===== src/rtl/icf_pkg.sv =====
// ----------------------------------------------------------------------------
// icf_pkg
// Types, codes and the arctangent table of the complementary filter.
// ----------------------------------------------------------------------------
`default_nettype none
package icf_pkg;

  localparam int CordicIters = 23;
  localparam int AngW        = 26;

  localparam logic [1:0] CFG_GYRO_LSB = 2'd0;
  localparam logic [1:0] CFG_PERIOD   = 2'd1;
  localparam logic [1:0] CFG_BLEND    = 2'd2;

  typedef enum logic [2:0] {
    T_IDLE, T_SQ1, T_SQ2, T_ROOT, T_VINIT, T_ROT, T_DONE
  } tilt_state_t;

  typedef enum logic [3:0] {
    S_IDLE, S_TY, S_TYW, S_TX, S_TXW, S_GW, S_GHI, S_GLO, S_GSUM,
    S_GYRO, S_DIFF, S_BHI, S_BLO, S_BSUM, S_BOUT, S_PUSH
  } top_state_t;

  typedef enum logic [1:0] {
    ACC_HOLD, ACC_LOAD_HI, ACC_ADD
  } acc_op_t;

  typedef struct packed {
    logic              mul_en;
    acc_op_t           acc_op;
    logic signed [24:0] op_a;
    logic signed [24:0] op_b;
  } mac_ctl_t;

  // atan(2^-i) in Q16.16 degrees
  function automatic logic signed [AngW-1:0] atan_deg(input logic [4:0] i);
    logic signed [AngW-1:0] v;
    unique case (i)
      5'd0:  v = 26'sd2949120;
      5'd1:  v = 26'sd1740967;
      5'd2:  v = 26'sd919879;
      5'd3:  v = 26'sd466945;
      5'd4:  v = 26'sd234379;
      5'd5:  v = 26'sd117304;
      5'd6:  v = 26'sd58666;
      5'd7:  v = 26'sd29335;
      5'd8:  v = 26'sd14668;
      5'd9:  v = 26'sd7334;
      5'd10: v = 26'sd3667;
      5'd11: v = 26'sd1833;
      5'd12: v = 26'sd917;
      5'd13: v = 26'sd458;
      5'd14: v = 26'sd229;
      5'd15: v = 26'sd115;
      5'd16: v = 26'sd57;
      5'd17: v = 26'sd29;
      5'd18: v = 26'sd14;
      5'd19: v = 26'sd7;
      5'd20: v = 26'sd4;
      5'd21: v = 26'sd2;
      5'd22: v = 26'sd1;
      default: v = 26'sd0;
    endcase
    return v;
  endfunction

endpackage
`default_nettype wire


===== src/rtl/icf_mac.sv =====
// ----------------------------------------------------------------------------
// icf_mac
// Shared 25x25 signed multiplier with registered product and accumulator.
// ----------------------------------------------------------------------------
`default_nettype none
module icf_mac (
  input  wire                 clk,
  input  icf_pkg::mac_ctl_t   ctl,
  output logic signed [49:0]  prod,
  output logic signed [63:0]  acc
);
  import icf_pkg::*;

  logic signed [49:0] prod_r;
  logic signed [63:0] acc_r;

  always_ff @(posedge clk) begin
    if (ctl.mul_en) begin
      prod_r <= ctl.op_a * ctl.op_b;
    end
    unique case (ctl.acc_op)
      ACC_LOAD_HI: acc_r <= {prod_r[43:0], 20'd0};
      ACC_ADD:     acc_r <= acc_r + {{14{prod_r[49]}}, prod_r};
      default:     acc_r <= acc_r;
    endcase
  end

  assign prod = prod_r;
  assign acc  = acc_r;
endmodule
`default_nettype wire


===== config.mk =====
export PLATFORM = sky130hd
export DESIGN_NAME = icf_mac
export DESIGN_NICKNAME = d
export VERILOG_FILES = /design/src/rtl/icf_pkg.sv /design/src/rtl/icf_mac.sv
export SDC_FILE = /design/constraint.sdc
export NUM_CORES = 2
export LEC_CHECK = 0
export ABC_AREA = 1
export BUFFER_PORTS_ARGS = -buffer_cell sky130_fd_sc_hd__buf_2
export CAP_MARGIN = 20
export CORE_MARGIN = 1
export CORE_UTILIZATION = 70
export DETAILED_ROUTE_END_ITERATION = 10
export GPL_TIMING_DRIVEN = 0
export HOLD_SLACK_MARGIN = 0.1
export PLACE_DENSITY_LB_ADDON = 0.08
export SYNTH_ARGS = -nofsm -noshare
export SYNTH_HDL_FRONTEND = slang
export SYNTH_SLANG_ARGS = --single-unit

===== constraint.sdc =====
create_clock -name clk -period 13.8 [get_ports clk]
set_input_delay 0.69 -clock clk [delete_from_list [all_inputs] [get_ports clk]]
set_output_delay 0.69 -clock clk [all_outputs]
set_load 0.05 [all_outputs]

# After elaboration in Yosys (flattened, before gate mapping)
# Cells that the tools add are included.
# W data, S select, Z words.
# classes
addsub	1
mul	1
n_eq_ne	2
n_mux	1
reduce_logical	1
# ops
cell	count
$pmux W64 S2	1
$add A64 B64 Y64	1
$mul A25 B25 Y50	1
$eq A2 B1 Y1 const B	1
$eq A2 B2 Y1 const B	1
$reduce_bool A2 Y1	1
# totals
ff_bits	114
in_bits	54
output_inout_bits	114
wordCells	8

# Longest topological paths before layout
# depth
ltp_word	2
depth_mapped	30
mapped_depth_nobuf	28

# Worst setup path after synthesis
# Ideal clock, no wire load.
# synth_timing
path_kind	input-to-reg
startpoint	input port ctl[49] (netlist bit)
endpoint	register prod_r[49], in the netlist prod[49], data pin
setup_time_ns	0.252
arrival_ns	6.532
required_ns	13.548
setup_slack_ns	7.016
stages	27
path_buffers	2
path_cell_list	clkbuf_1 -> clkbuf_1 -> nand2_1 -> inv_1 -> fa_1 -> inv_1 -> fa_1 -> inv_1 -> fa_1 -> inv_1 -> fa_1 -> fa_1 -> fa_1 -> fa_1 -> inv_1 -> ha_1 -> nand2_1 -> nor2_1 -> inv_1 -> nor2_1 -> nand2_1 -> nor4_2 -> nand2_1 -> nand3_1 -> inv_1 -> nand2_1 -> nand2_1
# synth_via
elab_chain_len	1
# synth_rtl
element	line_no	source
start: declaration	icf_mac.sv:8	input icf_pkg::mac_ctl_t ctl,
$mul A25 B25 Y50	icf_mac.sv:19	prod_r <= ctl.op_a * ctl.op_b;
end signal: assignment	icf_mac.sv:19	
end: declaration	icf_mac.sv:14	logic signed [49:0] prod_r;
# Every way passes these cells.
# A chain may end at the register's enable or synchronous reset.

# Final worst setup path
# Ends and elaborated chain as after synthesis.

==> reports/metrics.cfg <==
[floorplanning]
num_rows = 80
fp.dieH_um = 223.3
start_util = 0.7135
die_x_um = 223.3
core_um2 = 48050
die_area_um2 = 49860
io_pins = 168

[cts]
clockBufferDepth = 2
ctsHoldBuffers = 0
htreeDepth = 4
clock_sinks = 114
cts_tree = built
cts_setup_buffers = 0
root_buffer = clkbuf_16
cts_inserted_buffers = 17
ctsResizeCount = 0
path_clk_slew_ns = 0.07
clock_latency_ns = 0.45

[global_routing]
grt_pass1_wl_um = 185100
grt_pass1_vias = 32680
overflow = 0
grt_max_degree = 65
grt_usage = 0.5092
grt_antenna_before_repair = 1

[logic_synthesis]
synth_ff_type = edfxtp_1
syn_inst = 4648
syn_area_per_cell_um2 = 7.375
seq_area_frac_synth = 0.09986
ys_types = 42
netlist_area_um2 = 34280
async_flop_share = 0
ys_warn_count = 0
synth-edff-count = 114
ys_seq_elements = 114
synth.net_count = 5566

[placed_design]
place.port_buffers = 118
dpl.hpwl_um = 102100
dp_cells = 5381
gp_congestion = 1.046

[drt]
vias = 31760
drtIter0Drc = 3671
routed.top_layer = met5
met2_length_um = 54020
drt-total-wl_um = 123300
vias_per_cell = 5.864
drc = 0
route.met3.wl_um = 16000
drtAntennaViolNets = 0
wl_per_cell_um = 22.76
drt_pass1_iterations = 8
wl_met1_um = 39140

[timing]
rsz0062_at_grt = no
drv_slew = 0
final.min_clock_period_ns = 8.423
fin_worst_skew_ns = 0.01559
setup_violations = 0
min_period_over_period = 0.6104
slew_headroom = 0.1429
tightest_slew_ns = 1.286
fmax_mhz = 118.7
hold_viol = 0
finalSetupTns_ns = 0

[final_layout]
area_delta_synth_final_pct = 5.997
ff_latch_area_um2 = 3423
nFillCells = 3631
mostFrequentLayoutCells = nand2_1, inv_1, fa_1, ha_1, nor2_1
multi_input_area_um2 = 25290
stdcell_count = 5417
layout_commonest_cell = nand2_1
finish.net_count = 5705
drive_above_1_share = 0.05375

[setup_path]
r2r-start = prod[49]$_DFFE_PP_
reg2reg_slack_ns = 10.45
endpoint = prod[49]$_DFFE_PP_
required_ns = 14.00
critPathKind = input port to register
crit_path_max_fanout = 11
r2r_end = acc[56]$_DFFE_PP_
startpoint = ctl[49]
ff2ff_path_depth = 11
end_kind = register
worstPathArrival_ns = 8.62
cp-start-kind = input port

[hold_path]
hold_class = input port to register
holdPathStages = 1

[status]
status = completed

[flow_run]
maxCapViolations = 0

worst min path at each step:
stage	startpoint	endpoint
3_3_place_gp	prod[42]$_DFFE_PP_	acc[62]$_DFFE_PP_
2_1_floorplan	ctl[52]	prod[0]$_DFFE_PP_
4_1_cts	prod[42]$_DFFE_PP_	acc[62]$_DFFE_PP_
3_5_place_dp	prod[42]$_DFFE_PP_	acc[62]$_DFFE_PP_
5_1_grt	ctl[52]	prod[47]$_DFFE_PP_
6_report	ctl[52]	prod[47]$_DFFE_PP_
cell type report:
cell class	count	share of cell area
well taps	615	0.02118
clock inverters	15	0.006267
diodes	2	0.0001377
plain buffers	161	0.01673
inverters	1320	0.1364
clock buffers	17	0.01171
repair buffers	120	0.01722
multi-input cells	3053	0.6961
flip-flops and latches	114	0.09421
synthesized netlist by cell type (31+ instances only):
cell | instances | area [um2]
nand4_1 | 35 | 219.0
o21ai_0 | 46 | 230.2
xor2_1 | 33 | 289.0
nor2_2 | 38 | 237.7
nand3_1 | 142 | 710.7
nand2_1 | 1419 | 5326
clkbuf_1 | 155 | 581.8
fa_1 | 659 | 13190
nand2_2 | 31 | 193.9
a21oi_1 | 127 | 635.6
nor2_1 | 182 | 683.2
inv_1 | 1313 | 4928
edfxtp_1 | 114 | 3423
ha_1 | 205 | 2565
critical path, stage by stage:
cell      delay [ns]
clkbuf_1        0.55
clkbuf_1        0.71
nand2_1         0.11
inv_1           0.10
fa_1            0.53
fa_1            0.66
fa_1            1.11
inv_1           0.14
fa_1            0.53
fa_1            0.59
fa_1            0.43
fa_1            0.50
inv_1           0.05
ha_1            0.43
nand2_1         0.15
nor2_1          0.15
inv_1           0.11
nor2_1          0.17
nand2_1         0.14
nor4_2          0.14
nand2_1         0.12
nand3_1         0.24
inv_1           0.12
nand2_1         0.08
nand2_1         0.04
per-stage QoR:
step | hold slack [ns] | area [um2] | util | setup WS [ns]
after global placement | 0.6076 | 35640 | 0.7418 | 5.430
after global routing | 0.5931 | 36330 | 0.7562 | 5.207
after floorplan | 0.8025 | 34280 | - | 7.016
after detailed placement | 0.6213 | 35640 | 0.7418 | 5.274
final | 0.5853 | 36340 | 0.7563 | 5.377
after CTS | 0.6396 | 36300 | 0.7554 | 5.722
metal layers:
metal  vias up  global-route usage
li1      13670                   -
met1     14780              0.5587
met2      2502              0.8021
met3       812              0.1590
met4         2              0.4487
met5         -                   0
sequential cells by signal, summed over array words and instances (netlist names):
signal and cells:
prod 50, acc 64
cell families (layout without fill, tap and decap cells):
family          after synthesis  in the layout  synth area share
simple gates               1908           1908            0.2274
compound gates              232            232           0.03832
other cells                   0              2                 0
buf+inv                    1481           1633            0.1623
flops                       114            114           0.09986
fa+ha+maj                   864            864            0.4597
xor+xnor                     49             49           0.01252
Power is left out: the tool's default activity adds up to more than one toggle a clock period on the data nets, which glitch-free logic cannot reach.
