## config.mk

```make
export PLATFORM = sky130hd
export DESIGN_NAME = icf_tilt
export DESIGN_NICKNAME = d
export VERILOG_FILES = /design/src/rtl/icf_pkg.sv /design/src/rtl/icf_tilt.sv
export SDC_FILE = /design/constraint.sdc
export NUM_CORES = 2
export LEC_CHECK = 0
export BUFFER_PORTS_ARGS = -buffer_cell sky130_fd_sc_hd__buf_4
export CAP_MARGIN = 25
export CORE_UTILIZATION = 55
export DETAILED_ROUTE_END_ITERATION = 7
export GPL_TIMING_DRIVEN = 0
export PLACE_DENSITY = 0.76
export SLEW_MARGIN = 10
export SYNTH_ARGS = -nofsm -noshare
export SYNTH_HDL_FRONTEND = slang
export SYNTH_SLANG_ARGS = --single-unit
```

## constraint.sdc

```tcl
create_clock -name clk -period 17.7 [get_ports clk]
set_clock_uncertainty 0.15 [all_clocks]
set_input_delay 4.425 -clock clk [delete_from_list [all_inputs] [get_ports clk]]
set_output_delay 4.425 -clock clk [all_outputs]
set_load 0.01 [all_outputs]
```

## src/rtl/icf_pkg.sv

```systemverilog
// ----------------------------------------------------------------------------
// icf_pkg
// Types, codes and the arctangent table of the complementary filter.
// ----------------------------------------------------------------------------
`default_nettype none
package icf_pkg;

  localparam int CordicIters = 23;
  localparam int AngW        = 26;

  localparam logic [1:0] CFG_GYRO_LSB = 2'd0;
  localparam logic [1:0] CFG_PERIOD   = 2'd1;
  localparam logic [1:0] CFG_BLEND    = 2'd2;

  typedef enum logic [2:0] {
    T_IDLE, T_SQ1, T_SQ2, T_ROOT, T_VINIT, T_ROT, T_DONE
  } tilt_state_t;

  typedef enum logic [3:0] {
    S_IDLE, S_TY, S_TYW, S_TX, S_TXW, S_GW, S_GHI, S_GLO, S_GSUM,
    S_GYRO, S_DIFF, S_BHI, S_BLO, S_BSUM, S_BOUT, S_PUSH
  } top_state_t;

  typedef enum logic [1:0] {
    ACC_HOLD, ACC_LOAD_HI, ACC_ADD
  } acc_op_t;

  typedef struct packed {
    logic              mul_en;
    acc_op_t           acc_op;
    logic signed [24:0] op_a;
    logic signed [24:0] op_b;
  } mac_ctl_t;

  // atan(2^-i) in Q16.16 degrees
  function automatic logic signed [AngW-1:0] atan_deg(input logic [4:0] i);
    logic signed [AngW-1:0] v;
    unique case (i)
      5'd0:  v = 26'sd2949120;
      5'd1:  v = 26'sd1740967;
      5'd2:  v = 26'sd919879;
      5'd3:  v = 26'sd466945;
      5'd4:  v = 26'sd234379;
      5'd5:  v = 26'sd117304;
      5'd6:  v = 26'sd58666;
      5'd7:  v = 26'sd29335;
      5'd8:  v = 26'sd14668;
      5'd9:  v = 26'sd7334;
      5'd10: v = 26'sd3667;
      5'd11: v = 26'sd1833;
      5'd12: v = 26'sd917;
      5'd13: v = 26'sd458;
      5'd14: v = 26'sd229;
      5'd15: v = 26'sd115;
      5'd16: v = 26'sd57;
      5'd17: v = 26'sd29;
      5'd18: v = 26'sd14;
      5'd19: v = 26'sd7;
      5'd20: v = 26'sd4;
      5'd21: v = 26'sd2;
      5'd22: v = 26'sd1;
      default: v = 26'sd0;
    endcase
    return v;
  endfunction

endpackage
`default_nettype wire

```

## src/rtl/icf_tilt.sv

```systemverilog
// ----------------------------------------------------------------------------
// icf_tilt
// Tilt angle asin(num/|v|): square sum, bit-serial root, vectoring CORDIC.
// ----------------------------------------------------------------------------
`default_nettype none
module icf_tilt (
  input  wire                clk,
  input  wire                rst_n,
  input  wire                start,
  input  wire signed [15:0]  num,
  input  wire signed [15:0]  o1,
  input  wire signed [15:0]  o2,
  output logic               done,
  output logic signed [25:0] angle
);
  import icf_pkg::*;

  tilt_state_t state_r, state_nxt;

  logic signed [15:0] num_r, o1_r, o2_r;
  logic [31:0]        sq_r;
  logic [59:0]        n_r;
  logic [60:0]        res_r;
  logic [59:0]        bit_r;
  logic signed [33:0] x_r, y_r;
  logic signed [25:0] z_r;
  logic [4:0]         i_r;

  logic signed [31:0] sqr_a;
  logic [60:0]        trial;
  logic signed [33:0] dx, dy;

  assign sqr_a = (state_r == T_SQ1) ? o1_r * o1_r : o2_r * o2_r;
  assign trial = res_r + {1'b0, bit_r};
  assign dx    = y_r >>> i_r;
  assign dy    = x_r >>> i_r;

  always_comb begin
    state_nxt = state_r;
    unique case (state_r)
      T_IDLE:  if (start) state_nxt = T_SQ1;
      T_SQ1:   state_nxt = T_SQ2;
      T_SQ2:   state_nxt = T_ROOT;
      T_ROOT:  if (bit_r[0]) state_nxt = T_VINIT;
      T_VINIT: state_nxt = (res_r == 61'd0 && num_r == 16'sd0) ? T_DONE : T_ROT;
      T_ROT:   if (i_r == 5'(CordicIters - 1)) state_nxt = T_DONE;
      T_DONE:  state_nxt = T_IDLE;
      default: state_nxt = T_IDLE;
    endcase
  end

  always_comb begin
    done = (state_r == T_DONE);
  end

  always_ff @(posedge clk) begin
    if (!rst_n) begin
      state_r <= T_IDLE;
    end else begin
      state_r <= state_nxt;
    end
  end

  always_ff @(posedge clk) begin
    unique case (state_r)
      T_IDLE: begin
        num_r <= num;
        o1_r  <= o1;
        o2_r  <= o2;
      end
      T_SQ1: sq_r <= 32'(sqr_a);
      T_SQ2: begin
        n_r   <= {sq_r + 32'(sqr_a), 28'd0};
        res_r <= '0;
        bit_r <= 60'd1 << 58;
      end
      T_ROOT: begin
        if ({1'b0, n_r} >= trial) begin
          n_r   <= 60'({1'b0, n_r} - trial);
          res_r <= (res_r >> 1) + {1'b0, bit_r};
        end else begin
          res_r <= res_r >> 1;
        end
        bit_r <= bit_r >> 2;
      end
      T_VINIT: begin
        x_r <= {3'd0, res_r[30:0]};
        y_r <= {{4{num_r[15]}}, num_r, 14'd0};
        z_r <= '0;
        i_r <= '0;
      end
      T_ROT: begin
        if (y_r > 34'sd0) begin
          x_r <= x_r + dx;
          y_r <= y_r - dy;
          z_r <= z_r + atan_deg(i_r);
        end else begin
          x_r <= x_r - dx;
          y_r <= y_r + dy;
          z_r <= z_r - atan_deg(i_r);
        end
        i_r <= i_r + 5'd1;
      end
      default: ;
    endcase
  end

  assign angle = z_r;
endmodule
`default_nettype wire

```

After elaboration in Yosys (flattened, before gate mapping)
Memory sizes are Yosys's and may differ from the RTL's. A register that Yosys moved wholly into a read port is not among the register bits.
Cells that the tools add are included.
{ "totals": {"regBits": 363, "mem_bits_ro": 1408, "in_bits": 51, "output_inout_bits": 27, "word_cells": 74, "mem_count": 2} }
{ "mem_list": {"columns": ["memory", "words", "width", "rd", "rd_ports_with_merged_regs", "wr", "line_no", "source"], "rows": [
  ["(name not given)", 32, 22, 1, 1, 0, "icf_pkg.sv:38", "unique case (i)"],
  ["(name not given)", 32, 22, 1, 1, 0, "icf_pkg.sv:38", null]
]} }
{ "op_classes": {"add_sub_neg": 11, "mul": 2, "order_cmp": 2, "eq_ne": 11, "n_shift": 2, "mux": 24, "reduce_logical": 8} }
{ "ops": {"columns": ["cell", "count"], "rows": [
  ["one-hot mux 60 bit (2 select lines)", 2],
  ["one-hot mux 34 bit (2 select lines)", 2],
  ["2-to-1 mux 26 bit", 5],
  ["one-hot mux 61 bit (2 select lines)", 1],
  ["adder 34 bit", 2],
  ["2-to-1 mux 34 bit", 2],
  [">>> shifter 34 x 5 -> 34 bit", 2],
  ["subtractor 34 bit", 2],
  ["multiplier 16 x 16 -> 32 bit", 2],
  ["adder 60 x 60 -> 61 bit", 1],
  ["adder 61 x 60 -> 61 bit", 1],
  [">= comparator 60 x 61 -> 1 bit", 1],
  ["logical NOT 61 bit", 1],
  ["2-to-1 mux 61 bit", 1],
  ["2-to-1 mux 60 bit", 1],
  ["subtractor 60 bit", 1],
  ["one-hot mux 26 bit (2 select lines)", 1],
  ["> comparator 34 x 1 -> 1 bit, second input constant", 1],
  ["adder 32 bit", 1],
  ["2-to-1 mux 32 bit", 1],
  ["adder 26 bit", 1],
  ["subtractor 26 bit", 1],
  ["one-hot mux 3 bit (6 select lines)", 1],
  ["logical NOT 16 bit", 1],
  ["15 further kinds", 25]
]} }

Longest topological paths before layout
{ "logic_depth": {"depth_word": 6, "ltp_mapped": 39, "depth_no_buf": 38} }

Worst setup path before layout
OpenSTA, ideal clock, no wires.
{ "synth_timing": {"path_kind": "flip-flop to flip-flop", "from": "reg res_r[4]", "to": "reg n_r[0], enable pin", "setup_time_ns": 0.478, "arrival_time_ns": 8.540, "required_ns": 17.072, "path_slack_ns": 8.532, "stages_incl_launch_ff": 27, "path_buffers": 1, "synth_period_minus_slack_ns": 9.168, "cell_sequence": "edfxtp_1 -> ha_1 -> a211oi_1 -> a211oi_1 -> a22oi_1 -> nand2_1 -> a31oi_1 -> o21ai_0 -> a2111oi_0 -> o31a_1 -> nor2_1 -> o2111a_1 -> o21ai_0 -> o31ai_1 -> ha_1 -> and3_1 -> and3_1 -> and3_1 -> inv_1 -> or3_1 -> nor4_1 -> a2111oi_0 -> a2111o_1 -> a211oi_2 -> clkbuf_1 -> nor2b_1 -> nor2_1"} }
{ "synth_between": {"elab_chain_len": 4} }
{ "synth_lines": {"columns": ["item", "line_no", "source"], "rows": [
  ["start, declared", "icf_tilt.sv:23", "logic [60:0] res_r;"],
  ["start signal, assigned", "icf_tilt.sv:80", "res_r <= (res_r >> 1) + {1'b0, bit_r};"],
  ["start signal, assigned", "icf_tilt.sv:82", "res_r <= res_r >> 1;"],
  ["adder 61 x 60 -> 61 bit", "icf_tilt.sv:34", "assign trial = res_r + {1'b0, bit_r};"],
  [">= comparator 60 x 61 -> 1 bit", "icf_tilt.sv:78", "if ({1'b0, n_r} >= trial) begin"],
  ["inequality test 2 bit (no source line)", null, null],
  ["AND reduction 2 bit (no source line)", null, null],
  ["end signal, assigned", "icf_tilt.sv:73", "n_r <= {sq_r + 32'(sqr_a), 28'd0};"],
  ["end signal, assigned", "icf_tilt.sv:79", "n_r <= 60'({1'b0, n_r} - trial);"],
  ["end, declared", "icf_tilt.sv:22", "logic [59:0] n_r;"]
]} }
No other way between the ends.
A chain may end at the register's enable or synchronous reset.

Worst setup path in the final report
{ "layout_timing": {"from": "reg o1_r[5]", "to": "reg n_r[59] (data pin)"} }
{ "layout_between": {"elab_chain_len": 4} }
{ "layout_lines": {"columns": ["item", "line_no", "source"], "rows": [
  ["start, declared", "icf_tilt.sv:20", "logic signed [15:0] num_r, o1_r, o2_r;"],
  ["start signal, assigned", "icf_tilt.sv:68", "o1_r <= o1;"],
  ["multiplier 16 x 16 -> 32 bit", "icf_tilt.sv:33", "assign sqr_a = (state_r == T_SQ1) ? o1_r * o1_r : o2_r * o2_r;"],
  ["2-to-1 mux 32 bit", "icf_tilt.sv:33", null],
  ["net sqr_a[23]", "icf_tilt.sv:29", "logic signed [31:0] sqr_a;"],
  ["adder 32 bit", "icf_tilt.sv:73", null],
  ["one-hot mux 60 bit (2 select lines)", "icf_tilt.sv:65", "unique case (state_r)"]
]} }
The timed path passes the listed nets, and every way through them passes these cells.

==> flow_summary.toml <==
[clocking]
cts_buffer_depth = 3
htreeDepth = 2
post-cts-setup-buffers = 0
tritoncts = "yes"
worstSkewPairLatency_ns = 0.65
root_buffer = "clkbuf_16"
cts.hold.buffers_added = 0
cts_buffers = 45
post_cts_resized = 0
path_clk_slew_ns = 0.06
clkSinkCount = 354

[die]
die_w_um = 304
fp-row-count = 110
start_util_pct = 55.6
dieArea_um2 = 92200
pin_count = 78
die_height_um = 304
core_um2 = 90000

[global_routing]
grt_max_degree = 89
grt_use_total_pct = 34.1
grt_pass1_vias = 42900
grt_first_pass_wirelength_mm = 244
grt_antenna_before_repair = 1
grt-ovfl-total = 0

[logic_synthesis]
yosys_warnings = 0
synth-edff-count = 329
synth-seq-area-share_pct = 20.7
synth_nets = 6491
synth_cells = 5534
ys.flop_type = "edfxtp_1"
synth_seq_cells = 354
synth-async-reset-ratio_pct = 0
syn_area_per_cell_um2 = 9.04
synthesis.area_um2 = 50000
synthDistinctLibCells = 90

[placed_design]
gp_congestion = 1.04
io_buffers = 77
dp_hpwl_mm = 126

[job]
maxCapViolations = 0

[route]
drtIter0Drc = 3877
routed_wl_mm = 158
vias = 42300
drt_first_pass_iters = 8
drcViolationCount = 1
via_per_inst = 6.14
wl_per_cell_um = 22.9
ant_nets = 0

[worst_hold_path]
hold_path_depth = 2
holdPathEnd = "y_r[23]$_DFFE_PN_"
hp-class = "register to register"
hp-start = "num_r[9]$_DFFE_PN_"

[layout]
fillerInstances = 7929
nets = 6632
areaGrowthSynthToFinish_pct = 7.68
layout-drive-gt1-share_pct = 6.20
n_antenna_cell = 0

[timing]
rsz0062_at_grt = "false"
hold_violations = 0
timing.fmax_mhz = 93.7
fin_crit_sh_pct = 60.3
finalSetupViolCount = 0
slew_viol_final = 0
fin_setup_tns_ns = 0
relSlewSlack_pct = 21.9
worst_pin_slew_ns = 1.14
fin_crit_ns = 10.67

[worst_setup_path]
r2r_slack_ns = 7.03
slowest_delay_ns = 0.66
worstPathMaxFanout = 10
worst_path_max_delay_cell = "clkbuf_1"
worstSetupPathType = "register to register"
cp-start-kind = "register"
r2r_cells = 34
arrival_ns = 10.87
cp_data_required_time_ns = 17.90
r2r-end = "n_r[59]$_DFFE_PP_"
cp-end-kind = "register"
rr_startpoint = "o1_r[5]$_DFFE_PN_"
path_common_cell = "fa_1"

[outcome]
outcome = "finished with violations"
violations = "DRC"
[layer usage]
layer	track usage (%)	vias to the layer above	share of wire (%)
met1	41.8	20800	38
met2	58.5	1731	48
met4	16.9	0	5.6
met3	5.34	427	7.5
li1	-	19300	-
met5	0	-	0
[sequential cells by signal, indices dropped and copies added (netlist names), named ones only]
signal   flops
n_r         60
o1_r        16
i_r          5
num_r       16
o2_r        16
sq_r        31
state_r      3
y_r         34
res_r       61
angle       26
x_r         34
bit_r       30
[how the worst max path moves through the flow]
stage                                       from                   end  slack [ns]  depth (start not counted)
after global placement    res_r[4]$_SDFFCE_PN0P_     n_r[54]$_DFFE_PP_        4.43                         24
after floorplan           res_r[4]$_SDFFCE_PN0P_  n_r[0]$_SDFFCE_PN0P_        8.53                         26
after detailed placement       o1_r[5]$_DFFE_PN_     n_r[59]$_DFFE_PP_        7.13                         34
after global routing           o1_r[5]$_DFFE_PN_     n_r[59]$_DFFE_PP_        6.51                         34
final                          o1_r[5]$_DFFE_PN_     n_r[59]$_DFFE_PP_        7.03                         34
after CTS                      o1_r[5]$_DFFE_PN_     n_r[59]$_DFFE_PP_        7.09                         34
[cells in the final DEF, fill, tap and decap left out, types with 198 or more instances in the layout]
cell	count
ha_1	427
o21ai_0	264
inv_1	709
xnor2_1	222
a21oi_1	304
edfxtp_1	329
nand2_1	507
nor2_1	452
xor2_1	198
fa_1	479
[cells by family after synthesis]
| kind of cell | share of synthesized area [%] |
|---|---|
| multiplexers | 5.47 |
| buffers and inverters | 7.18 |
| adder cells (fa/ha/maj) | 29.8 |
| flip-flops | 20.7 |
| AND/OR/NAND/NOR | 14.6 |
| XOR/XNOR | 7.35 |
| AO/OA/AOI/OAI | 14.8 |
[critical path: cells and delay by family (launching register included)]
kind / cells / cell delay, ns
adder cells (fa/ha/maj): 8 / 3.75
AND/OR/NAND/NOR: 5 / 0.96
buffers and inverters: 5 / 1.43
XOR/XNOR: 2 / 0.32
AO/OA/AOI/OAI: 14 / 3.42
flip-flops: 1 / 0.32
[metrics by stage]
step / cell area (um2) / setup WS [ns] / util, % / hold WS, ns / cells
5_1_grt: 53900 / 6.51 / 59.9 / 0.469 / 6885
3_3_place_gp: 52100 / 4.43 / 57.9 / 0.394 / 6787
4_1_cts: 53800 / 7.09 / 59.8 / 0.417 / 6882
6_report: 53900 / 7.03 / 59.9 / 0.414 / 6885
2_1_floorplan: 50000 / 8.53 / - / 0.364 / 5534
3_5_place_dp: 52300 / 7.13 / 58.1 / 0.401 / 6801
[cell type report]
type	instances	area [um2]	share of cell area, %
buffer	224	902	1.67
clock buffer	58	1280	2.38
clock inverter	23	241	0.448
inverter	719	2700	5.02
multi-input combinational	4237	36100	67.0
sequential	354	10400	19.3
tap	1176	1470	2.73
timing repair buffer	94	810	1.50
[cell usage after synthesis (50+ instances only)]
| library cell | count | share of area, % |
|---|---|---|
| a211oi_1 | 75 | 1.1 |
| a21o_1 | 123 | 1.8 |
| a21oi_1 | 304 | 3.0 |
| a31oi_1 | 73 | 0.91 |
| and2_1 | 89 | 1.1 |
| and3_1 | 71 | 0.89 |
| clkbuf_1 | 186 | 1.4 |
| edfxtp_1 | 329 | 20 |
| fa_1 | 479 | 19 |
| ha_1 | 427 | 11 |
| inv_1 | 709 | 5.3 |
| mux2i_1 | 55 | 1.1 |
| mux4_2 | 77 | 3.5 |
| nand2_1 | 507 | 3.8 |
| nand2b_1 | 60 | 0.75 |
| nand3_1 | 75 | 0.75 |
| nand4_1 | 50 | 0.63 |
| nor2_1 | 453 | 3.4 |
| nor2b_1 | 62 | 0.78 |
| nor3_1 | 83 | 0.83 |
| o21ai_0 | 264 | 2.6 |
| xnor2_1 | 222 | 3.9 |
| xor2_1 | 198 | 3.5 |
Power is not shown: default switching activity piles up to over one toggle a cycle in this logic, so the estimate is an artifact.
